===== config.mk =====
export PLATFORM = sky130hd
export DESIGN_NAME = seir_mem
export DESIGN_NICKNAME = d
export VERILOG_FILES = /design/src/rtl/core/seir_pkg.sv /design/src/rtl/core/seir_mem.sv
export SDC_FILE = /design/constraint.sdc
export NUM_CORES = 1
export LEC_CHECK = 0
export BUFFER_PORTS_ARGS = -buffer_cell sky130_fd_sc_hd__buf_2
export CAP_MARGIN = 20
export CORE_MARGIN = 8
export CORE_UTILIZATION = 59
export DETAILED_ROUTE_END_ITERATION = 12
export GPL_TIMING_DRIVEN = 0
export PLACE_DENSITY = 0.89
export SYNTH_ARGS = -nofsm -noshare
export SYNTH_HDL_FRONTEND = slang
export SYNTH_SLANG_ARGS = --single-unit

===== constraint.sdc =====
create_clock -name clk -period 4.1 [get_ports clk]
set_input_delay 0.205 -clock clk [delete_from_list [all_inputs] [get_ports clk]]
set_output_delay 0.205 -clock clk [all_outputs]
set_load 0.01 [all_outputs]

===== src/rtl/core/seir_pkg.sv =====
// ----------------------------------------------------------------------------
// seir_pkg
// Widths, codes and arithmetic helpers shared by the two-city SEIR step core.
// ----------------------------------------------------------------------------
package seir_pkg;

  localparam int VAL_W          = 34;
  localparam int IN_W           = 33;
  localparam int RATE_W         = 28;
  localparam int TRAVEL_W       = 25;
  localparam int DAY_W          = 16;
  localparam int CFG_IDX_W      = 3;
  localparam int NUM_ENT        = 8;
  localparam int ADDR_W         = 3;
  localparam int RATE_FRAC_BITS = 24;
  localparam int PROD_W         = VAL_W + RATE_W;
  localparam int SC_W           = PROD_W - RATE_FRAC_BITS + 1;
  localparam int NUM_SC         = 14;
  localparam int SC_IDX_W       = 4;
  localparam int CHUNK_W        = (SC_W - 1 + 1) / 2;
  localparam int DVD_W          = 72;
  localparam int DCNT_W         = 7;
  localparam int CAP_BIT        = 42;
  localparam int F_W            = CAP_BIT + 2;
  localparam int SUM_W          = F_W + 2;
  localparam int CNT_W          = 4;

  localparam logic [RATE_W-1:0]   RST_INFECT_A  = 28'd5447562;
  localparam logic [RATE_W-1:0]   RST_INFECT_B  = 28'd6710886;
  localparam logic [RATE_W-1:0]   RST_ONSET     = 28'd27950842;
  localparam logic [RATE_W-1:0]   RST_RECOVER   = 28'd2399142;
  localparam logic [TRAVEL_W-1:0] RST_TRAVEL    = 25'd16777;

  typedef enum logic [CFG_IDX_W-1:0] {
    REG_INFECT_A  = 3'd0,
    REG_INFECT_B  = 3'd1,
    REG_ONSET_A   = 3'd2,
    REG_ONSET_B   = 3'd3,
    REG_RECOVER_A = 3'd4,
    REG_RECOVER_B = 3'd5,
    REG_TRAVEL    = 3'd6
  } cfg_reg_e;

  typedef enum logic [2:0] {
    ST_IDLE,
    ST_LOAD,
    ST_READ,
    ST_MUL,
    ST_PP,
    ST_DIV,
    ST_WB,
    ST_DONE
  } seir_state_t;

  function automatic logic [VAL_W-1:0] mag_val(input logic signed [VAL_W-1:0] v);
    mag_val = v[VAL_W-1] ? VAL_W'(-v) : VAL_W'(v);
  endfunction

  function automatic logic signed [SC_W-1:0] round_rate(input logic [PROD_W-1:0] p,
                                                        input logic neg);
    logic [PROD_W-1:0] s;
    logic [SC_W-2:0]   q;
    s = p + (PROD_W'(1) << (RATE_FRAC_BITS - 1));
    q = s[PROD_W-1:RATE_FRAC_BITS];
    round_rate = neg ? -$signed({1'b0, q}) : $signed({1'b0, q});
  endfunction

  function automatic logic signed [VAL_W-1:0] sat_val(input logic signed [SUM_W-1:0] v);
    logic signed [SUM_W-1:0] hi;
    logic signed [SUM_W-1:0] lo;
    hi = SUM_W'((64'sd1 <<< (VAL_W - 1)) - 64'sd1);
    lo = SUM_W'(-(64'sd1 <<< (VAL_W - 1)));
    if (v > hi) begin
      sat_val = hi[VAL_W-1:0];
    end else if (v < lo) begin
      sat_val = lo[VAL_W-1:0];
    end else begin
      sat_val = v[VAL_W-1:0];
    end
  endfunction

endpackage


===== src/rtl/core/seir_mem.sv =====
// ----------------------------------------------------------------------------
// seir_mem
// Compartment store: eight entries, one write and one registered read port.
// ----------------------------------------------------------------------------
module seir_mem import seir_pkg::*; (
  input  logic                    clk,
  input  logic                    rst_n,
  input  logic                    wr_en,
  input  logic [ADDR_W-1:0]       wr_addr,
  input  logic signed [VAL_W-1:0] wr_data,
  input  logic [ADDR_W-1:0]       rd_addr,
  output logic signed [VAL_W-1:0] rd_data
);

  logic signed [VAL_W-1:0] mem [NUM_ENT];
  logic [NUM_ENT-1:0]      vld_r;

  always_ff @(posedge clk) begin
    if (!rst_n) begin
      vld_r <= '0;
    end else if (wr_en) begin
      vld_r[wr_addr] <= 1'b1;
    end
  end

  always_ff @(posedge clk) begin
    if (wr_en) begin
      mem[wr_addr] <= wr_data;
    end
    rd_data <= vld_r[rd_addr] ? mem[rd_addr] : '0;
  end

endmodule


Word level (Yosys, flattened, before mapping) --
Memories as Yosys holds them, arrays and structs flattened. A register that Yosys moved wholly into a read port is not among the register bits. Index checks and enable logic that the tools add are counted.
Word-level totals: register bits after elaboration 8, bits in latches 0, memory bits (writable) 272, memory bits (read-only) 0, bits of input ports 43, word-level logic and storage cells 14, memories 1
Cells by class: add/sub/neg operators 0, multiply operators 0, div/mod/pow operators 0, order comparisons 3, eq/ne operators 0, shift operators 0, multiplexer cells 6, bitwise gates (word level) 1, reductions and logical operators 2
Memories:
- mem | depth 8, width 34, read ports 1, clocked after memory_dff 1, wr ports 1, RTL line seir_mem.sv:15 | logic signed [VAL_W-1:0] mem [NUM_ENT];
Operators with widths (count):
- $lt 3x4->1 const B | 2
- $or 8x8->8 | 1
- $mux 1 | 4
- $bmux 1 s3 | 1
- $demux 1 s3 | 1
- $ge 3x1->1 const B | 1
- $logic_and 1x1->1 | 1
- $logic_not 1->1 | 1

Logic depth before layout (Yosys ltp) --
depth after elaboration 5, mapped depth 6

Least setup slack after synthesis --
OpenSTA, ideal clock, no wires.
path type input port to flip-flop, from input wr_addr[2], to memory mem[0][0] (enable), library setup time 0.470 ns, arrival 2.774 ns, data required time 3.630 ns, setup slack 0.855 ns, stages 2, cell sequence nand2b_1 -> nor3_1
RTL lines:
- start, declared | RTL line seir_mem.sv:9 | input logic [ADDR_W-1:0] wr_addr,
- end, declared | RTL line seir_mem.sv:15
No word-level cell before the write port.

Final worst setup path --
from register vld_r[5], to register rd_data[31] (read register of mem)
Between the ends: longest elaborated chain between the ends 3
RTL lines:
- start, declared | RTL line seir_mem.sv:16 | logic [NUM_ENT-1:0] vld_r;
- start signal, assigned | RTL line seir_mem.sv:20 | vld_r <= '0;
- start signal, assigned by index | RTL line seir_mem.sv:22 | vld_r[wr_addr] <= 1'b1;
- $bmux 1 s3 | RTL line seir_mem.sv:30 | rd_data <= vld_r[rd_addr] ? mem[rd_addr] : '0;
- $mux 1 (not written as such) | RTL line seir_mem.sv:30
- $logic_not 1->1 (no source line)
- end, declared | RTL line seir_mem.sv:12 | output logic signed [VAL_W-1:0] rd_data
Every way passes these cells. The select of a mux whose other input is x is not followed. A chain may end at the register's enable or synchronous reset.

==> metrics <==
status finished clean; Pins Over Slew Limit 0; simple-gate share of the synthesized area 1.65%; Post-Route WL 23300 microns; Final min period 1.64 ns; Synth Area in Compound Gates 0.530%; synth cell count leaders 272 x edfxtp_1, 70 x mux4_2, 42 x dfxtp_1; Max Cap Violations 0; Fin. Hold Viols 0; Pre-antenna DRT Iters 5; # fillers 1074; Setup WS pre-CTS 2.11 ns; clock tree from TritonCTS built; synth top area cells edfxtp_1 72%, mux4_2 14%, dfxtp_1 7.4%; global-route wire length before repair 35500 microns; core area 18800 sq um; worst vdd ir 404 uV; CTS Buf Count 31; synth-to-layout area growth 19.8%; r2r setup slk 2.46 ns; I/O Pins 77; Worst Path Max Fanout 10; RSZ-0062 raised after global routing false; DRC 0; Seq/Total Area, Yosys 79.5%; Mean Syn Cell Area 22.8 sq um; Worst-Margin Slew 0.932 ns; CTS resizes 0; postcts setup bufs 0; GRT overflow 0; FF+latch count, synth 314; yosys warns 0; syn_nets 541; largest family of logic cells by synthesized area multiplexers; Layout Skew 0.0222 ns; Die Wd 155 microns; Adder-Cell Fraction of Synth Area 0%; worst skew pair latency 0.56 ns; gpl congestion 0.708; CP Data Required Time 4.52 ns; Netlist cell types 15; PwrDens 490 nW/um^2; CP Launch Type flop; Die Span Y 155 microns; clock sinks 314; CTS Buffer Depth 3; drt first-iter violations 401; most frequent cell after synthesis edfxtp_1; WL/cell 25.6 microns; Placed Cells 818; Via density 6.03; FP Rows 50; Relative slew margins 37.8%; Worst Setup Slack, final 2.46 ns; detailed-route via count 5495; Hold-fix buffers, CTS 35; Starting Density 60.4%; Synth Cell Area 11300 sq um; vias in the first global route 6130; Post-synth EDFFs 272; cell count after synthesis 498; Port Buffers 72; Tcrit/Tclk final 40.0%; main flop type after synthesis edfxtp_1; LEAKAGE 4.70 nW; # H-tree levels 1; Worst-path clk slew 0.06 ns; WS Path Type reg2reg; mux cell area share after synthesis 17.1%; post-synth top area share 72.1%; final setup fails 0; Root Buffer Master clkbuf_16; data arrival time of the worst path 2.06 ns; crit end category flop; pin count of the biggest net entering global routing 23; total global-route track usage 19.8%; Fmax 610 MHz; Cell Count, Final, Fillers Out 911; Final nets 695; area share of xor/xnor cells in the synthesized design 0%; layout cell share with drive strength beyond 1 33.4%; Async SR Flop Fraction 0%; HP Class in2reg; DIE AREA 23900 sq um; Yosys top cell by area edfxtp_1; antenna cell count 0; initial antenna violation count 0; DP Wirelength 14100 microns; post-route ant nets 0
==> per-layer routing <==
| metal | vias up | part of all wire [%] | GRT usage (%) |
|---|---|---|---|
| met2 | 234 | 54 | 36.2 |
| li1 | 2350 | - | - |
| met3 | 62 | 6.0 | 3.65 |
| met1 | 2849 | 37 | 22.9 |
| met4 | 0 | 3.3 | 6.91 |
| met5 | - | 0 | 0 |
==> area by class of cell <==
class,count,area (sq um),area share (%)
buffer,24,136,1.00
clock inverter,18,149,1.10
tap,234,293,2.16
clock buffer,40,820,6.04
sequential,314,9010,66.4
timing repair buffer,121,925,6.81
multi-input combinational,160,2240,16.5
==> where the power goes <==
part           switching, W  internal [W]
combinational      0.000196      0.000174
clock               0.00114       0.00154
sequential        0.0000278       0.00358
total               0.00136       0.00529
==> per-stage QoR <==
stage / hold slack [ns] / utilization [%] / TNS, ns / total power [W] / area [sq um]
2_1_floorplan: 0.304 / - / 0 / 0.00387 / 11300
6_report: 0.114 / 72.3 / 0 / 0.00665 / 13600
3_5_place_dp: 0.453 / 65.3 / 0 / 0.00401 / 12300
3_3_place_gp: 0.441 / 63.9 / -99.50 / 0.00397 / 12000
4_1_cts: 0.100 / 72.3 / 0 / 0.00668 / 13600
5_1_grt: 0.118 / 72.3 / 0 / 0.00683 / 13600
==> state kept, by name, summed over array words and instances, names as in the netlist <==
register  cells
vld_r         8
rd_data      34
mem         272
==> critical path, stage by stage (launching register included) <==
cell,delay [ns]
dfxtp_1,0.31
mux4_2,0.50
mux2i_4,0.32
buf_4,0.27
nor2_1,0.11
==> final timing paths <==
check | startpoint | depth (start not counted) | end
setup reg to reg | vld_r[5]$_SDFFE_PN0P_ | 4 | rd_data[31]$_SDFF_PN0_
hold / removal | wr_addr[1] | 2 | mem[4][0]$_DFFE_PP_
setup / recovery | vld_r[5]$_SDFFE_PN0P_ | 4 | rd_data[31]$_SDFF_PN0_
hold reg to reg | vld_r[5]$_SDFFE_PN0P_ | 1 | vld_r[5]$_SDFFE_PN0P_
==> cell families (layout without fill, tap and decap cells) <==
kind of cell | count (synthesis) | count (layout)
flops | 314 | 314
simple gates | 47 | 47
mux | 105 | 105
buf+inv | 24 | 203
compound gates | 8 | 8
==> layout by cell type, fill, tap and decap left out, types with 3 or more instances in the layout <==
| cell | Yosys | layout |
|---|---|---|
| clkbuf_1 | 5 | 13 |
| buf_4 | 3 | 3 |
| clkinv_2 | 0 | 9 |
| buf_6 | 3 | 10 |
| nor2_1 | 40 | 34 |
| o21a_1 | 8 | 8 |
| edfxtp_1 | 272 | 272 |
| clkbuf_16 | 0 | 31 |
| dlygate4sd3_1 | 0 | 35 |
| dfxtp_1 | 42 | 42 |
| mux4_2 | 70 | 70 |
| buf_2 | 10 | 82 |
| nor2_4 | 0 | 6 |
| buf_12 | 0 | 6 |
| clkinv_1 | 0 | 5 |
| buf_1 | 3 | 3 |
| mux2i_1 | 34 | 34 |
| nand2b_1 | 3 | 3 |
No activity file was read; power rests on OpenSTA's default activity.
