--- src/rtl/core/seir_pkg.sv ---
// ----------------------------------------------------------------------------
// seir_pkg
// Widths, codes and arithmetic helpers shared by the two-city SEIR step core.
// ----------------------------------------------------------------------------
package seir_pkg;

  localparam int VAL_W          = 34;
  localparam int IN_W           = 33;
  localparam int RATE_W         = 28;
  localparam int TRAVEL_W       = 25;
  localparam int DAY_W          = 16;
  localparam int CFG_IDX_W      = 3;
  localparam int NUM_ENT        = 8;
  localparam int ADDR_W         = 3;
  localparam int RATE_FRAC_BITS = 24;
  localparam int PROD_W         = VAL_W + RATE_W;
  localparam int SC_W           = PROD_W - RATE_FRAC_BITS + 1;
  localparam int NUM_SC         = 14;
  localparam int SC_IDX_W       = 4;
  localparam int CHUNK_W        = (SC_W - 1 + 1) / 2;
  localparam int DVD_W          = 72;
  localparam int DCNT_W         = 7;
  localparam int CAP_BIT        = 42;
  localparam int F_W            = CAP_BIT + 2;
  localparam int SUM_W          = F_W + 2;
  localparam int CNT_W          = 4;

  localparam logic [RATE_W-1:0]   RST_INFECT_A  = 28'd5447562;
  localparam logic [RATE_W-1:0]   RST_INFECT_B  = 28'd6710886;
  localparam logic [RATE_W-1:0]   RST_ONSET     = 28'd27950842;
  localparam logic [RATE_W-1:0]   RST_RECOVER   = 28'd2399142;
  localparam logic [TRAVEL_W-1:0] RST_TRAVEL    = 25'd16777;

  typedef enum logic [CFG_IDX_W-1:0] {
    REG_INFECT_A  = 3'd0,
    REG_INFECT_B  = 3'd1,
    REG_ONSET_A   = 3'd2,
    REG_ONSET_B   = 3'd3,
    REG_RECOVER_A = 3'd4,
    REG_RECOVER_B = 3'd5,
    REG_TRAVEL    = 3'd6
  } cfg_reg_e;

  typedef enum logic [2:0] {
    ST_IDLE,
    ST_LOAD,
    ST_READ,
    ST_MUL,
    ST_PP,
    ST_DIV,
    ST_WB,
    ST_DONE
  } seir_state_t;

  function automatic logic [VAL_W-1:0] mag_val(input logic signed [VAL_W-1:0] v);
    mag_val = v[VAL_W-1] ? VAL_W'(-v) : VAL_W'(v);
  endfunction

  function automatic logic signed [SC_W-1:0] round_rate(input logic [PROD_W-1:0] p,
                                                        input logic neg);
    logic [PROD_W-1:0] s;
    logic [SC_W-2:0]   q;
    s = p + (PROD_W'(1) << (RATE_FRAC_BITS - 1));
    q = s[PROD_W-1:RATE_FRAC_BITS];
    round_rate = neg ? -$signed({1'b0, q}) : $signed({1'b0, q});
  endfunction

  function automatic logic signed [VAL_W-1:0] sat_val(input logic signed [SUM_W-1:0] v);
    logic signed [SUM_W-1:0] hi;
    logic signed [SUM_W-1:0] lo;
    hi = SUM_W'((64'sd1 <<< (VAL_W - 1)) - 64'sd1);
    lo = SUM_W'(-(64'sd1 <<< (VAL_W - 1)));
    if (v > hi) begin
      sat_val = hi[VAL_W-1:0];
    end else if (v < lo) begin
      sat_val = lo[VAL_W-1:0];
    end else begin
      sat_val = v[VAL_W-1:0];
    end
  endfunction

endpackage

--- src/rtl/core/seir_div.sv ---
// ----------------------------------------------------------------------------
// seir_div
// Restoring divider, one quotient bit per cycle, for the infection term.
// ----------------------------------------------------------------------------
module seir_div import seir_pkg::*; (
  input  logic             clk,
  input  logic             rst_n,
  input  logic             start,
  input  logic [DVD_W-1:0] dividend,
  input  logic [IN_W-1:0]  divisor,
  output logic             done,
  output logic [DVD_W-1:0] quot
);

  logic              run_r;
  logic              done_r;
  logic [DCNT_W-1:0] cnt_r;
  logic [DVD_W-1:0]  dvd_r;
  logic [DVD_W-1:0]  quot_r;
  logic [IN_W-1:0]   dsr_r;
  logic [IN_W-1:0]   rem_r;
  logic [IN_W:0]     sh;
  logic              ge;
  logic [IN_W:0]     diff;

  assign sh   = {rem_r, dvd_r[DVD_W-1]};
  assign ge   = sh >= {1'b0, dsr_r};
  assign diff = sh - {1'b0, dsr_r};

  always_ff @(posedge clk) begin
    if (!rst_n) begin
      run_r  <= 1'b0;
      done_r <= 1'b0;
      cnt_r  <= '0;
    end else begin
      done_r <= 1'b0;
      if (start) begin
        run_r <= 1'b1;
        cnt_r <= '0;
      end else if (run_r) begin
        if (cnt_r == DCNT_W'(DVD_W - 1)) begin
          run_r  <= 1'b0;
          done_r <= 1'b1;
        end
        cnt_r <= cnt_r + 1'b1;
      end
    end
  end

  always_ff @(posedge clk) begin
    if (start) begin
      dvd_r  <= dividend;
      dsr_r  <= divisor;
      rem_r  <= '0;
      quot_r <= '0;
    end else if (run_r) begin
      dvd_r  <= {dvd_r[DVD_W-2:0], 1'b0};
      rem_r  <= ge ? diff[IN_W-1:0] : sh[IN_W-1:0];
      quot_r <= {quot_r[DVD_W-2:0], ge};
    end
  end

  assign done = done_r;
  assign quot = quot_r;

endmodule

--- config.mk ---
export PLATFORM = sky130hd
export DESIGN_NAME = seir_div
export DESIGN_NICKNAME = d
export VERILOG_FILES = /design/src/rtl/core/seir_pkg.sv /design/src/rtl/core/seir_div.sv
export SDC_FILE = /design/constraint.sdc
export NUM_CORES = 1
export LEC_CHECK = 0
export ABC_AREA = 1
export BUFFER_PORTS_ARGS = -buffer_cell sky130_fd_sc_hd__buf_2
export CORE_ASPECT_RATIO = 0.6
export CORE_MARGIN = 4
export CORE_UTILIZATION = 45
export CTS_CLUSTER_SIZE = 14
export DETAILED_ROUTE_END_ITERATION = 7
export PLACE_DENSITY = 0.79
export SYNTH_ARGS = -nofsm -noshare
export SYNTH_HDL_FRONTEND = slang
export SYNTH_SLANG_ARGS = --single-unit
--- constraint.sdc ---
create_clock -name clk -period 3.1 [get_ports clk]
set_input_delay 0.465 -clock clk [delete_from_list [all_inputs] [get_ports clk]]
set_output_delay 0.465 -clock clk [all_outputs]
set_load 0.01 [all_outputs]
Yosys cells after proc, flatten, opt, wreduce, memory -nomap -nowiden
Index checks and enable logic that the tools add are counted.
Storage, ports and cells
  bits of input ports: 108
  register bits: 219
  bits in read-only memories: 0
  bits in writable memories: 0
  memories kept: 0
  output and inout port bits: 73
  word-level logic and storage cells: 23
  latch bits: 0
Cells by class
  reductions and logical operators: 3
  divide/modulo/power cells: 0
  $lt $le $gt $ge: 1
  mux-type cells: 7
  $mul: 0
  shift-type cells: 0
  add/subtract/negate cells: 2
  eq/ne operators: 1
  bitwise gates (word level): 2
Operators with widths (count)
  $mux 72: 2
  $ge 34x33->1: 1
  $mux 33: 1
  $sub 33x33->33: 1
  $add 7x1->7 const B: 1
  $eq 7x7->1 const B: 1
  $mux 1: 4
  $reduce_or 3->1: 1
  $not 1->1: 2
  $reduce_bool 2->1: 1
  $reduce_or 2->1: 1

Depth between registers and ports, before layout
Gate-level depths: netlist (run 1).
  depth after elaboration: 4
  depth in mapped cells: 17
  gate-level depth less buffers: 17

Least setup slack after synthesis (run 1)
No wires, ideal clock.
  kind: input-to-reg
  start point: in start
  end point: reg dvd_r[0], enable pin
  path buffers: 1
  cell stages on the path: 3
  path slack: -0.171 ns
  library setup time: 0.465 ns
  arrival: 2.806 ns
  required time: 2.635 ns
  cell sequence: nor2_1 > inv_2 > clkbuf_1
On the way
  word-level cells in the longest chain between the ends: 1
Ends and longest elaborated chain
  start, declared: RTL line seir_div.sv:8  | input logic start,
  $reduce_bool 2->1 (no line)
  end signal, assigned: RTL line seir_div.sv:52  | dvd_r <= dividend;
  end signal, assigned: RTL line seir_div.sv:57  | dvd_r <= {dvd_r[DVD_W-2:0], 1'b0};
  end, declared: RTL line seir_div.sv:18  | logic [DVD_W-1:0] dvd_r;
Every way passes these cells.
A chain may end at the register's enable or synchronous reset.

Final worst setup path (run 1)
  start point: reg dsr_r[24]
  end point: reg rem_r[19]
On the way
  word-level cells in the longest chain between the ends: 2
Ends and longest elaborated chain
  start, declared: RTL line seir_div.sv:20  | logic [IN_W-1:0] dsr_r;
  start signal, assigned: RTL line seir_div.sv:53  | dsr_r <= divisor;
  $ge 34x33->1: RTL line seir_div.sv:27  | assign ge = sh >= {1'b0, dsr_r};
  $mux 33: RTL line seir_div.sv:58  | rem_r <= ge ? diff[IN_W-1:0] : sh[IN_W-1:0];
  end signal, assigned: RTL line seir_div.sv:58
  end, declared: RTL line seir_div.sv:21  | logic [IN_W-1:0] rem_r;
Every way passes these cells.

==> flow_summary.yaml, run 1 <==
synth:
  synth_commonest_cells: "nand2_1, inv_1, dfxtp_1, edfxtp_1, nand3_1"
  yosysUniqueCellTypes: 35
  synth.area.top_cells: "edfxtp_1, dfxtp_1, nand2_1, inv_1, nand3_1"
  netlist.area_leader.share_pct: 29.08
  yosysWarnings: 0
  synth-main-ff-cell: "dfxtp_1"
  synthesis.area_um2: 10840
  synth_top_cell_by_area: "edfxtp_1"
  syn_inst: 1405
  synthArstFlopShare_pct: 0
  synth_most_common_cell: "nand2_1"
  syn-num-nets: 1548
  syn_avg_cell_area_um2: 7.718
  ys_ff_latch: 219
  synth-seq-area-share_pct: 50.12
  synth_edf_count: 105
clock_network:
  cts_buffers: 22
  ctsResizeCount: 0
  cts.path.max_buffers: 3
  clock_latency_ps: 530
  ctsHoldBuffers: 0
  root_buffer: "clkbuf_16"
  clkTransAtPathRegs_ps: 70
  cts_tree: "done"
  cts_setup_buffers: 0
  cts.sinks: 219
  h-tree-depth: 1
sta:
  period_share_pct: 76.31
  tns_ps: 0
  setup_violations: 0
  hold_violations: 0
  slew_violations: 0
  setup_ws_ps: 734.3
  slew_headroom_pct: 19.54
  timing.final.crit_period_ps: 2366
  finalClockSkew_ps: 18.51
  max_slew.worst_pin.slew_ps: 1202
  fmaxAchievable_mhz: 422.7
  rsz0062_at_grt: "false"
worst_setup_path:
  endpoint_kind: "flop"
  reg2reg_depth: 15
  path_common_cell: "nand2_1"
  required_ps: 3570
  slowest_stage: "ha_1"
  worstPathCellList: "inv_1 -> ha_1 -> nand2_1 -> nor2_1 -> nand2_1 -> nor2_2 -> nand2_1 -> nand3_2 -> nor2_4 -> nand2_4 -> buf_4 -> nand3_1 -> nand3_1 -> nand2_1 -> inv_1"
  cp_slowest_stage_delay_ps: 410
  cp-start-kind: "flop"
  r2r_end: "rem_r[19]"
  critPathBufInv: 3
  crit_arrival_ps: 2840
  cp_top_family: "simple AND/OR/NAND/NOR gates"
  r2r_slack_ps: 730
  r2r_start: "dsr_r[24]"
  critPathMaxFanout: 13
  critical_path_class: "reg -> reg"
place:
  place_ws_ps: 767.0
  io_buffers: 180
  dp_hpwl_um: 20970
  place_congestion: 1.007
pwr:
  power_switching_w: 0.001540
  ir_worst_vdd_uv: 379.3
  power_density_nw_per_um2: 501.3
  swShare_pct: 24.04
  p_leak_nw: 6.475
  p_int_w: 0.004866
  fin_total_pwr_w: 0.006406
  comb_power_share_pct: 8.5
  seqPwrFrac_pct: 50.5
  power_frac_clock_pct: 41.1
floorplan:
  fp-row-count: 43
  start_util_pct: 46.34
  die-area_um2: 26730
  io_pins: 181
  die_w_um: 208.4
  core_area_um2: 23400
  die_h_um: 128.2
outcome:
  outcome: "complete, no violations"
route:
  dr.pass1.iters: 5
  drc: 0
  ant_nets: 0
  routed_wl_um: 28640
  vias: 9532
  vias_per_cell: 5.004
  wire_per_inst_um: 15.04
  drt_iter0_drc: 770
min_path:
  hold_class: "in -> reg"
  hp-start: "divisor[8]"
  whs_endpoint: "dsr_r[8]"
  hold_depth: 1
cells_and_area:
  drive_gt1_share_pct: 15.80
  nets: 1717
  area_growth_pct: 17.84
  multi_input_area_um2: 4300
  fill_cells: 2188
  register_area_um2: 5435
global_route:
  antenna_found_initial: 3
  grt_start_max_net_pins: 106
  grt_pass1_vias: 9091
  grt_pass1_wl_um: 45580
  grt_usage_pct: 20.78
  grt_overflow: 0
flow_run:
  maxCapViolCount: 0
cell usage in the layout, fill, tap and decap left out, types with 2 or more instances in the layout:
| master | n |
|---|---|
| and2_1 | 2 |
| o21ai_0 | 11 |
| xor2_1 | 12 |
| a21oi_1 | 24 |
| ha_1 | 34 |
| bufinv_16 | 2 |
| nor3_1 | 12 |
| buf_2 | 179 |
| clkinv_2 | 5 |
| a21oi_2 | 2 |
| o22ai_1 | 69 |
| nand3_2 | 2 |
| o21bai_1 | 4 |
| nand3b_1 | 2 |
| clkinv_1 | 2 |
| clkbuf_1 | 6 |
| nor3b_1 | 4 |
| clkbuf_16 | 22 |
| buf_4 | 12 |
| nand2_2 | 5 |
| or2_2 | 4 |
| inv_1 | 232 |
| o21ai_1 | 2 |
| dfxtp_1 | 114 |
| nand3_1 | 94 |
| inv_2 | 6 |
| buf_12 | 3 |
| nor2_2 | 3 |
| edfxtp_1 | 105 |
| nand2_1 | 510 |
| or2_1 | 5 |
| o211ai_1 | 2 |
| nand4_1 | 27 |
| nor2_1 | 64 |
power groups by stage:
stage          Sequential, W  Combinational [W]  Clock, W
6_report             0.00323           0.000543   0.00263
5_1_grt              0.00324           0.000619   0.00282
4_1_cts              0.00323           0.000544   0.00269
3_5_place_dp         0.00330           0.000542         0
3_3_place_gp         0.00329           0.000535         0
2_1_floorplan        0.00328           0.000347         0
worst register-to-register path, stage by stage (launching register included):
cell and delay, ps:
edfxtp_1 330, inv_1 50, ha_1 410, nand2_1 130, nor2_1 250, nand2_1 140
nor2_2 140, nand2_1 90, nand3_2 100, nor2_4 50, nand2_4 80, buf_4 220
nand3_1 130, nand3_1 100, nand2_1 50, inv_1 50
how the worst max path moves through the flow:
stage / startpoint / endpoint / slack [ps] / cells after the start
6_report: dsr_r[24] / rem_r[19] / 730 / 15
3_5_place_dp: dvd_r[71] / rem_r[26] / 770 / 14
3_3_place_gp: dvd_r[71] / rem_r[22] / 820 / 14
2_1_floorplan: start / dvd_r[0] / 1000 / 3
4_1_cts: dvd_r[71] / rem_r[26] / 750 / 14
5_1_grt: dsr_r[24] / rem_r[18] / 480 / 15
metal layers:
| layer | wire [µm] | up-vias | part of all wire (%) | GRT usage (%) |
|---|---|---|---|---|
| li1 | - | 4801 | - | - |
| met1 | 13670 | 4324 | 48 | 30.43 |
| met2 | 11280 | 359 | 39 | 29.33 |
| met3 | 3228 | 42 | 11 | 8.193 |
| met4 | 428 | 6 | 1.5 | 3.782 |
| met5 | 34 | - | 0.12 | 0 |
sequential cells by signal, indices dropped and copies added, names as in the netlist:
name   flops
cnt_r      7
done       1
dsr_r     33
dvd_r     72
quot      72
rem_r     33
run_r      1
kinds of logic after synthesis:
logic type	share of synthesized area, %
AOI/OAI and AO/OA	6.265
xor gates and xnor gates	0.9692
adders and majority gates	4.108
buffers and inverters	10.22
DFF	50.12
and+or+nand+nor	28.31
through the flow:
stage	hold WS, ps	utilization [%]	cell area (µm²)	instances
3_3_place_gp	437.1	51.60	12080	1865
4_1_cts	81.32	54.59	12780	1904
2_1_floorplan	443.4	-	10850	1405
6_report	107.4	54.60	12780	1905
3_5_place_dp	455.5	51.60	12080	1865
5_1_grt	84.52	54.59	12780	1904
cell type report:
| cell class | instances | area share [%] |
|---|---|---|
| repair buffers | 194 | 8.186 |
| inverters | 239 | 7.040 |
| flip-flops and latches | 219 | 42.53 |
| clock buffers | 29 | 4.524 |
| well taps | 315 | 3.084 |
| diodes | 1 | 0.01958 |
| clock inverters | 10 | 0.9596 |
| multi-input cells | 898 | 33.65 |
No activity file was read; power rests on OpenSTA's default activity.
==> inputs of run 2 (changes only) <==
PLACE_DENSITY = 0.76   (was 0.79)
clock period = 2.4 ns   (was 3.1 ns; I/O delays follow)
==> run 2 against run 1 <==
  * Final cell count is 1.7% higher
  * Critical path type unchanged
  * Combinational power grew 47%
  * Maximum frequency grew 3.4%
==> flow_summary.yaml, run 2 (synthesis results as in run 1) <==
floorplan:
  die_h_um: 128.2
  fp-row-count: 43
  core_area_um2: 23400
  die_w_um: 208.4
  start_util_pct: 46.34
  io_pins: 181
  die-area_um2: 26730
worst_setup_path:
  path_common_cell: "nand2_1"
  r2r_start: "dsr_r[27]"
  crit_arrival_ps: 2680
  cp_top_family: "simple AND/OR/NAND/NOR gates"
  slowest_stage: "ha_1"
  required_ps: 2790
  critical_path_class: "reg -> reg"
  worstPathCellList: "inv_1 -> ha_1 -> nand2_1 -> inv_1 -> nand2_1 -> nor2_1 -> nand2_1 -> nand3_2 -> nor2_4 -> buf_12 -> buf_12 -> nand2_4 -> or2_1 -> nand3_1 -> nand2_1"
  endpoint_kind: "flop"
  r2r_slack_ps: 110
  critPathMaxFanout: 9
  critPathBufInv: 4
  cp-startpoint: "dsr_r[27]"
  cp-start-kind: "flop"
  cp_slowest_stage_delay_ps: 360
cells_and_area:
  mostFrequentLayoutCells: "nand2_1, inv_1, buf_2"
  drive_gt1_share_pct: 19.85
  antenna_cells: 0
  layout_commonest_cell: "nand2_1"
  fill_cells: 2197
  nets: 1750
  area_growth_pct: 22.05
global_route:
  antenna_found_initial: 1
  grt_usage_pct: 21.39
  grt_start_max_net_pins: 101
  grt_pass1_vias: 9217
  grt_pass1_wl_um: 47180
  grt_overflow: 0
place:
  place_congestion: 0.9730
  dp_hpwl_um: 21740
  place_ws_ps: 35.04
  io_buffers: 180
sta:
  fmaxAchievable_mhz: 437.0
  setup_violations: 0
  period_share_pct: 95.34
  timing.final.crit_period_ps: 2288
  hold_violations: 0
  slew_headroom_pct: 48.95
  setup_ws_ps: 111.9
  slew_violations: 0
  tns_ps: 0
  finalClockSkew_ps: 10.96
  max_slew.worst_pin.slew_ps: 765.8
pwr:
  ir_worst_vdd_uv: 615.1
  power_density_nw_per_um2: 606.8
  p_leak_nw: 6.666
clock_network:
  clkTransAtPathRegs_ps: 70
  cts_tree: "done"
  cts.path.max_buffers: 3
  clock_latency_ps: 510
  h-tree-depth: 1
  cts.sinks: 219
  cts_buffers: 21
  root_buffer: "clkbuf_16"
route:
  ant_nets: 0
  vias_per_cell: 4.992
  wire_per_inst_um: 15.38
  drt_iter0_drc: 770
  routed_wl_um: 29790
  vias: 9670
  dr.pass1.iters: 6
  drc: 0
min_path:
  hold_class: "in -> reg"
  hp-start: "divisor[24]"
outcome:
  outcome: "complete, no violations"
flow_run:
  maxCapViolCount: 0
==> run 2: final timing paths <==
check                                  to  cells past startpoint
worst max register to register  rem_r[29]                     15
worst max-delay path            rem_r[29]                     15
worst min register to register   quot[71]                      2
worst min-delay path            dsr_r[24]                      1
==> run 2: through the flow <==
step | cells | instance area (µm²) | hold slack [ps] | total power, W | utilization [%]
after CTS | 1931 | 12940 | 3.174 | 0.008083 | 55.30
after floorplan | 1405 | 10850 | 443.4 | 0.004691 | -
after detailed placement | 1892 | 12320 | 448.6 | 0.005005 | 52.62
after global routing | 1937 | 13240 | 5.347 | 0.008398 | 56.55
final | 1937 | 13240 | 29.31 | 0.008032 | 56.55
after global placement | 1892 | 12320 | 442.4 | 0.004990 | 52.62
==> run 2: worst reg2reg max path: stages (launching register included) <==
cell and delay [ps]:
edfxtp_1 330, inv_1 50, ha_1 360, nand2_1 180, inv_1 100, nand2_1 130, nor2_1 60, nand2_1 80
nand3_2 80, nor2_4 150, buf_12 140, buf_12 100, nand2_4 90, or2_1 220, nand3_1 70, nand2_1 50
==> run 2: routing by layer <==
metal  track usage (%)  routed length, µm  vias up
met2             30.15              11920      345
met3             6.652               2985       25
met5                 0                 13        -
met4             2.586                334        2
li1                  -                  -     4881
met1             33.00              14540     4417
==> run 2: cell type report <==
type,instances,area (µm²),area share (%)
inverters,239,899.6,6.797
flip-flops and latches,219,5435,41.07
well taps,315,394.1,2.978
repair buffers,226,1363,10.29
multi-input cells,900,4527,34.20
clock inverters,9,51.30,0.3876
clock buffers,29,565.5,4.273
==> run 2: what timing repair did <==
action                                 in CTS  in global routing
setup endpoints to repair                   0                 34
resized for setup                           0                 54
endpoints found under the hold margin       1                  0
hold buffers                                1                  0
setup buffers                               0                  4
==> run 2: power by group <==
group,switching [W],total (W),internal [W]
Sequential,0.0000527,0.00418,0.00412
Clock,0.00140,0.00306,0.00166
Combinational,0.000513,0.000797,0.000284
